File: src/sv/srt_pkg.sv
// srt_pkg: shared constants, types and codes for the sorted record table.
// Used by srt_cell and sorted_record_table; depends on nothing.
package srt_pkg;

  localparam int CAPACITY = 64;
  localparam int IDX_W    = (CAPACITY > 1) ? $clog2(CAPACITY) : 1;
  localparam int CNT_W    = $clog2(CAPACITY + 1);
  localparam int POS_W    = 6;
  localparam int CMP_W    = (CNT_W > POS_W) ? CNT_W : POS_W;
  localparam int YEAR_W   = 16;
  localparam int FLOW_W   = 32;
  localparam int STAT_W   = 3;
  localparam int RCNT_W   = 7;

  typedef enum logic [1:0] {
    OP_INSERT = 2'd0,
    OP_REMOVE = 2'd1,
    OP_READ   = 2'd2
  } opcode_t;

  typedef enum logic [STAT_W-1:0] {
    ST_INSERTED  = 3'd0,
    ST_REMOVED   = 3'd1,
    ST_NOT_FOUND = 3'd2,
    ST_FULL      = 3'd3,
    ST_RANGE     = 3'd4
  } status_t;

  typedef enum logic {
    S_IDLE = 1'b0,
    S_EXEC = 1'b1
  } state_t;

  // broadcast from the controller to every cell
  typedef struct packed {
    logic                     exec;
    logic [1:0]               op;
    logic                     ins_ok;
    logic [YEAR_W-1:0]        year;
    logic signed [FLOW_W-1:0] flow;
    logic [POS_W-1:0]         pos;
    logic [CNT_W-1:0]         count;
  } srt_ctrl_t;

endpackage

File: src/sv/srt_cell.sv
// srt_cell: one slot of the sorted chain; holds one record, compares it with
// the broadcast key and shifts to/from its neighbors. Depends on srt_pkg.
module srt_cell (
  input  logic                             clk,
  input  srt_pkg::srt_ctrl_t               ctrl,
  input  logic [srt_pkg::IDX_W-1:0]        index,
  input  logic                             left_gt,
  input  logic [srt_pkg::YEAR_W-1:0]       left_year,
  input  logic signed [srt_pkg::FLOW_W-1:0] left_flow,
  input  logic [srt_pkg::YEAR_W-1:0]       right_year,
  input  logic signed [srt_pkg::FLOW_W-1:0] right_flow,
  input  logic                             seen_in,
  output logic                             gt,
  output logic                             seen_out,
  output logic [srt_pkg::YEAR_W-1:0]       rd_year,
  output logic signed [srt_pkg::FLOW_W-1:0] rd_flow,
  output logic [srt_pkg::YEAR_W-1:0]       year,
  output logic signed [srt_pkg::FLOW_W-1:0] flow
);

  logic                              valid;
  logic                              match;
  logic                              hit;
  logic [srt_pkg::YEAR_W-1:0]        year_next;
  logic signed [srt_pkg::FLOW_W-1:0] flow_next;

  assign valid    = srt_pkg::CNT_W'(index) < ctrl.count;
  assign gt       = valid && (ctrl.flow > flow);
  assign match    = valid && (ctrl.year == year);
  assign seen_out = seen_in | match;
  assign hit      = srt_pkg::CMP_W'(index) == srt_pkg::CMP_W'(ctrl.pos);
  assign rd_year  = hit ? year : '0;
  assign rd_flow  = hit ? flow : '0;

  always_comb begin
    year_next = year;
    flow_next = flow;
    if (ctrl.exec) begin
      case (ctrl.op)
        srt_pkg::OP_INSERT: begin
          // gt is true on a prefix of the chain; the key lands just past it
          if (ctrl.ins_ok && !gt) begin
            if (left_gt) begin
              year_next = ctrl.year;
              flow_next = ctrl.flow;
            end else begin
              year_next = left_year;
              flow_next = left_flow;
            end
          end
        end
        srt_pkg::OP_REMOVE: begin
          // from the first matching slot on, pull from the right
          if (seen_out) begin
            year_next = right_year;
            flow_next = right_flow;
          end
        end
        default: begin
        end
      endcase
    end
  end

  always_ff @(posedge clk) begin
    year <= year_next;
    flow <= flow_next;
  end

endmodule

File: config.mk
export PLATFORM = sky130hd
export DESIGN_NAME = srt_cell
export DESIGN_NICKNAME = d
export VERILOG_FILES = /design/src/sv/srt_pkg.sv /design/src/sv/srt_cell.sv
export SDC_FILE = /design/constraint.sdc
export NUM_CORES = 1
export LEC_CHECK = 0
export BUFFER_PORTS_ARGS = -buffer_cell sky130_fd_sc_hd__buf_2
export CAP_MARGIN = 20
export CORE_MARGIN = 5
export CORE_UTILIZATION = 40
export CTS_BUF_LIST = sky130_fd_sc_hd__clkbuf_16
export CTS_CLUSTER_SIZE = 16
export DETAILED_ROUTE_END_ITERATION = 7
export MAX_ROUTING_LAYER = met4
export PLACE_DENSITY = 0.84
export SYNTH_ARGS = -nofsm -noshare
export SYNTH_HDL_FRONTEND = slang
export SYNTH_SLANG_ARGS = --single-unit
File: constraint.sdc
create_clock -name clk -period 5.1 [get_ports clk]
set_input_delay 0.765 -clock clk [delete_from_list [all_inputs] [get_ports clk]]
set_output_delay 0.765 -clock clk [all_outputs]
set_load 0.005 [all_outputs]
After elaboration in Yosys (flattened, before gate mapping)
Cells that the tools add are included.
{"block": "classes", "n_mux": 10, "n_shift": 0, "n_lt_le_gt_ge": 2, "reduce_logical": 7, "multipliers": 0, "n_bitwise": 1, "n_eq_ne": 5, "n_addsub": 0, "n_div": 0}
{"op": "two-way mux 32 bit", "n": 4}
{"op": "two-way mux 16 bit", "n": 4}
{"op": "case mux 32 bit (2 select lines)", "n": 1}
{"op": "greater-than comparator 32 bit", "n": 1}
{"op": "case mux 16 bit (2 select lines)", "n": 1}
{"op": "equality test 16 bit", "n": 1}
{"op": "< comparator 6 x 7 -> 1 bit", "n": 1}
{"op": "equality test 6 bit", "n": 1}
{"op": "inequality test 2 bit, second input constant", "n": 2}
{"op": "AND reduction 4 bit", "n": 1}
{"op": "logical AND 1 bit", "n": 3}
{"op": "equality test 2 x 1 -> 1 bit, second input constant", "n": 1}
{"op": "logical NOT 2 bit", "n": 1}
{"op": "nonzero test 2 bit", "n": 1}
{"op": "logical NOT 1 bit", "n": 1}
{"op": "bitwise OR 1 bit", "n": 1}
{"block": "totals", "output_inout_bits": 98, "mem_bits_ro": 0, "ff_bits": 48, "mem_bits_rw": 0, "word_cells": 27, "memories": 0, "latch_bits": 0}

Longest topological paths before layout
{"block": "depth", "ltp_word": 6, "depth_mapped": 8, "depth_no_buf": 8}

Least setup slack after synthesis
OpenSTA, ideal clock, no wires.
{"block": "synth_timing", "kind": "input to register", "startpoint": "input port ctrl[27] in the netlist's numbering", "endpoint": "register flow[0] in the netlist's numbering (enable)", "required_time_ns": 4.625, "path_slack_ns": 0.409, "cell_stages": 7, "t_arrival_ns": 4.216, "setup_ns": 0.475, "path_cell_list": "ha_1 > nand4_2 > nor4_2 > a21boi_1 > o41ai_1 > a31oi_1 > o221ai_1"}
{"block": "synth_between", "elab_chain_cells": 6}
{"element": "start, declared", "line": "srt_cell.sv:5", "rtl": "input srt_pkg::srt_ctrl_t ctrl,"}
{"element": "greater-than comparator 32 bit", "line": "srt_cell.sv:28", "rtl": "assign gt = valid && (ctrl.flow > flow);"}
{"element": "logical AND 1 bit", "line": "srt_cell.sv:28"}
{"element": "logical NOT 1 bit", "line": "srt_cell.sv:42", "rtl": "if (ctrl.ins_ok && !gt) begin"}
{"element": "logical AND 1 bit", "line": "srt_cell.sv:42"}
{"element": "inequality test 2 bit (no source line)"}
{"element": "AND reduction 4 bit (no source line)"}
{"element": "end signal, assigned", "line": "srt_cell.sv:67", "rtl": "flow <= flow_next;"}
{"element": "end, declared", "line": "srt_cell.sv:18", "rtl": "output logic signed [srt_pkg::FLOW_W-1:0] flow"}
No other way between the ends.
A chain may end at the register's enable or synchronous reset.

Worst setup path after layout
{"block": "layout_timing", "startpoint": "input port ctrl[27] in the netlist's numbering", "endpoint": "output port gt"}
{"block": "layout_between", "elab_chain_cells": 2}
{"element": "greater-than comparator 32 bit", "line": "srt_cell.sv:28"}
{"element": "logical AND 1 bit", "line": "srt_cell.sv:28"}
{"element": "end, declared", "line": "srt_cell.sv:13", "rtl": "output logic gt,"}
No other way between the ends.

==> summary.txt <==
Status
  – Outcome: completed

Drt
  – Initial drt markers: 270
  – Routed length per instance: around 18 µm
  – Remaining DRCs: 0
  – Post-DRT Antenna Nets: 0
  – Vias/cell: about 5.3
  – Routed wire length: 14,500 µm
  – DR pass1 iterations: 5
  – Via count: 4,371

Critical path
  – Worst path most repeated cell: buf_2
  – Highest-delay cell along the critical path: o41ai_1
  – Setup CP Type: primary input to output port
  – Crit path max fanout: 3
  – Setup crit start kind: primary input
  – Worst Path Required: 4.34 ns
  – CP Cell Sequence: buf_2 > ha_1 > nand4_2 > nor4_2 > a21boi_1 > o41ai_1 > a31oi_1 > nor2b_1 > buf_2
  – Slowest stage delay, CP: 0.68 ns
  – Critical Path End Type: output port
  – Worst EP arrival: 2.93 ns

Flow run
  – Max-Cap Viols: 0

STA
  – Relative slew slack: 34.0%
  – Pin slew with the least headroom to its limit: 0.989 ns
  – TNS Setup: 0 ns
  – Clock Skew: around 0.0037 ns
  – Hold Vio Cnt, Final: 0
  – Slew Viols, Final: 0
  – Final worst-path cycle share: between 70% and 80%
  – Unrepaired setup endpoints after global routing: no
  – WHS: 0.757 ns
  – Final Critical Period: 3.69 ns
  – Final setup viols: 0
  – FMAX: between 200 and 300 MHz

Floorplanning
  – Starting Density: 41.4%
  – # IOs: 268
  – Std-Cell Rows: 36
  – DIE WIDTH: 111 µm
  – Core area: 9820 µm²
  – Die height: 111 µm
  – Die Area: 12,300 µm²

Hold path
  – Worst min path class: primary input to flop

Global route
  – Global-route usage over all layers: 23.0%
  – Largest net degree at the start of global routing: a little under 60
  – Initial antenna violation count: 1
  – Vias in the first global route: 4,514
  – Global-route wire length before repair: 22,600 µm
  – Residual overflow from global routing: 0

Placed design
  – GP Congestion: about 0.95
  – IO buf count: around 270
  – HPWL Detailed: 12,000 µm

Power and ir drop
  – PwrDens: 187 nW/µm²
  – Pleak: around 0.0029 µW
  – Max rail drop VDD: about 0.00012 V

Cells and area
  – Share of cells above drive strength 1: 42.3%
  – Commonest non-fill, non-tap cells in the layout: buf_2 (267), nand2_1 (54), o21ai_0 (49)
  – Syn-to-layout area delta: 40.3%
  – FILL cells: 894
  – Commonest non-fill, non-tap cell in the layout: buf_2
  – Nets: 898

Synth
  – Post-synthesis sequential area ratio: a little over a third
  – Post-Synthesis Cells: 439
  – Yosys warnings: 0
  – Net count after synthesis: 646
  – Post-synthesis cell type count: 41
  – Post-synthesis register bit count: 48
  – Ys async rst share: 0%
  – Mapped Area: around 4100 µm²
  – Top_reg_cell synth: edfxtp_1
  – Number of flops mapped to enable cells by yosys: 48
  – Synthesized area per cell: 9.25 µm²

Clock network
  – Clock slew at reported path FFs: roughly 0.06 ns
  – Clock Latency Late Sink: roughly 0.28 ns
  – Clock Sinks: 48
  – Clock Tree Root: clkbuf_16
  – H-tree level count: 2
  – Hold Buf Count CTS: 0
  – CTS Buf Count: 5
  – Setup Buffers After CTS: 0
  – PostCTS Resize Cnt: 0
  – TritonCTS clock tree: yes
  – CTS max path bufs: 2
## power by group
| part | total, µW | internal (µW) | leakage [µW] | switching, µW |
|---|---|---|---|---|
| Sequential | 469 | 459 | 0.000440 | 10.1 |
| Clock | 306 | 176 | 0.0000738 | 130 |
| Combinational | 292 | 132 | 0.00235 | 160 |
| Total | 1070 | 767 | 0.00286 | 300 |
## synthesized netlist by cell type, types with 4 or more instances
master | n | area [µm²]
a21oi_1 | 15 | 75.1
and2_1 | 17 | 106
buf_2 | 4 | 20.0
clkbuf_1 | 23 | 86.3
edfxtp_1 | 48 | 1440
ha_1 | 37 | 463
inv_1 | 40 | 150
mux2i_1 | 48 | 480
nand2_1 | 54 | 203
nand4_1 | 6 | 37.5
nor2_1 | 4 | 15.0
nor4_1 | 33 | 206
o21ai_0 | 49 | 245
xnor2_1 | 12 | 105
xor2_1 | 10 | 87.6
## per-layer routing
layer | part of all wire (%) | global-route usage, % | vias up
met2 | 52 | 41.9 | 236
met4 | 2.0 | 5.83 | 0
met5 | 0 | - | -
li1 | - | - | 2091
met1 | 38 | 26.0 | 2017
met3 | 7.9 | 4.15 | 27
## registers in the layout, indices dropped and copies added, names as in the netlist
register,count
year,16
flow,32
## layout make-up
| cell class | instances | area, µm² | area share (%) |
|---|---|---|---|
| Antenna cell | 1 | 2.50 | 0.0439 |
| Clock buffer | 5 | 125 | 2.20 |
| Clock inverter | 3 | 11.3 | 0.198 |
| Inverter | 40 | 150 | 2.64 |
| Multi-Input combinational cell | 324 | 2410 | 42.4 |
| Sequential cell | 48 | 1440 | 25.3 |
| Tap cell | 133 | 166 | 2.92 |
| Timing Repair Buffer | 272 | 1390 | 24.3 |
## path summary, 6_finish.rpt
check	from	end	slack, ns	depth (start not counted)
setup / recovery	ctrl[27]	gt	1.41	9
setup reg to reg	flow[1]	year[10]	1.68	9
hold reg to reg	flow[0]	flow[1]	1.55	6
hold / removal	right_year[6]	year[6]	0.76	3
## cell families after synthesis
| kind of cell | Yosys count | share of synthesized area (%) |
|---|---|---|
| adder cells (fa/ha/maj) | 37 | 11.4 |
| multiplexers | 48 | 11.8 |
| AO/OA/AOI/OAI | 81 | 11.3 |
| AND/OR/NAND/NOR | 136 | 18.9 |
| flip-flops | 48 | 35.5 |
| buffers and inverters | 67 | 6.32 |
| XOR/XNOR | 22 | 4.74 |
## critical path, delay by kind of cell
kind	cells	cell delay (ns)
adder cells (fa/ha/maj)	1	0.34
buffers and inverters	2	0.25
AND/OR/NAND/NOR	3	0.42
AO/OA/AOI/OAI	3	1.14
## metrics by stage
step                cell area (µm²)  util [%]  setup WS [ns]  instances  power, µW
global placement               5560      56.6           1.29        817        759
global route                   5700      58.0           1.30        826       1120
CTS                            5700      58.0           1.40        825       1080
detailed placement             5560      56.6           1.18        817        769
floorplan                      4060         -          0.409        439        627
finish                         5700      58.0           1.41        826       1070
Power figures use the tool's default switching activity.
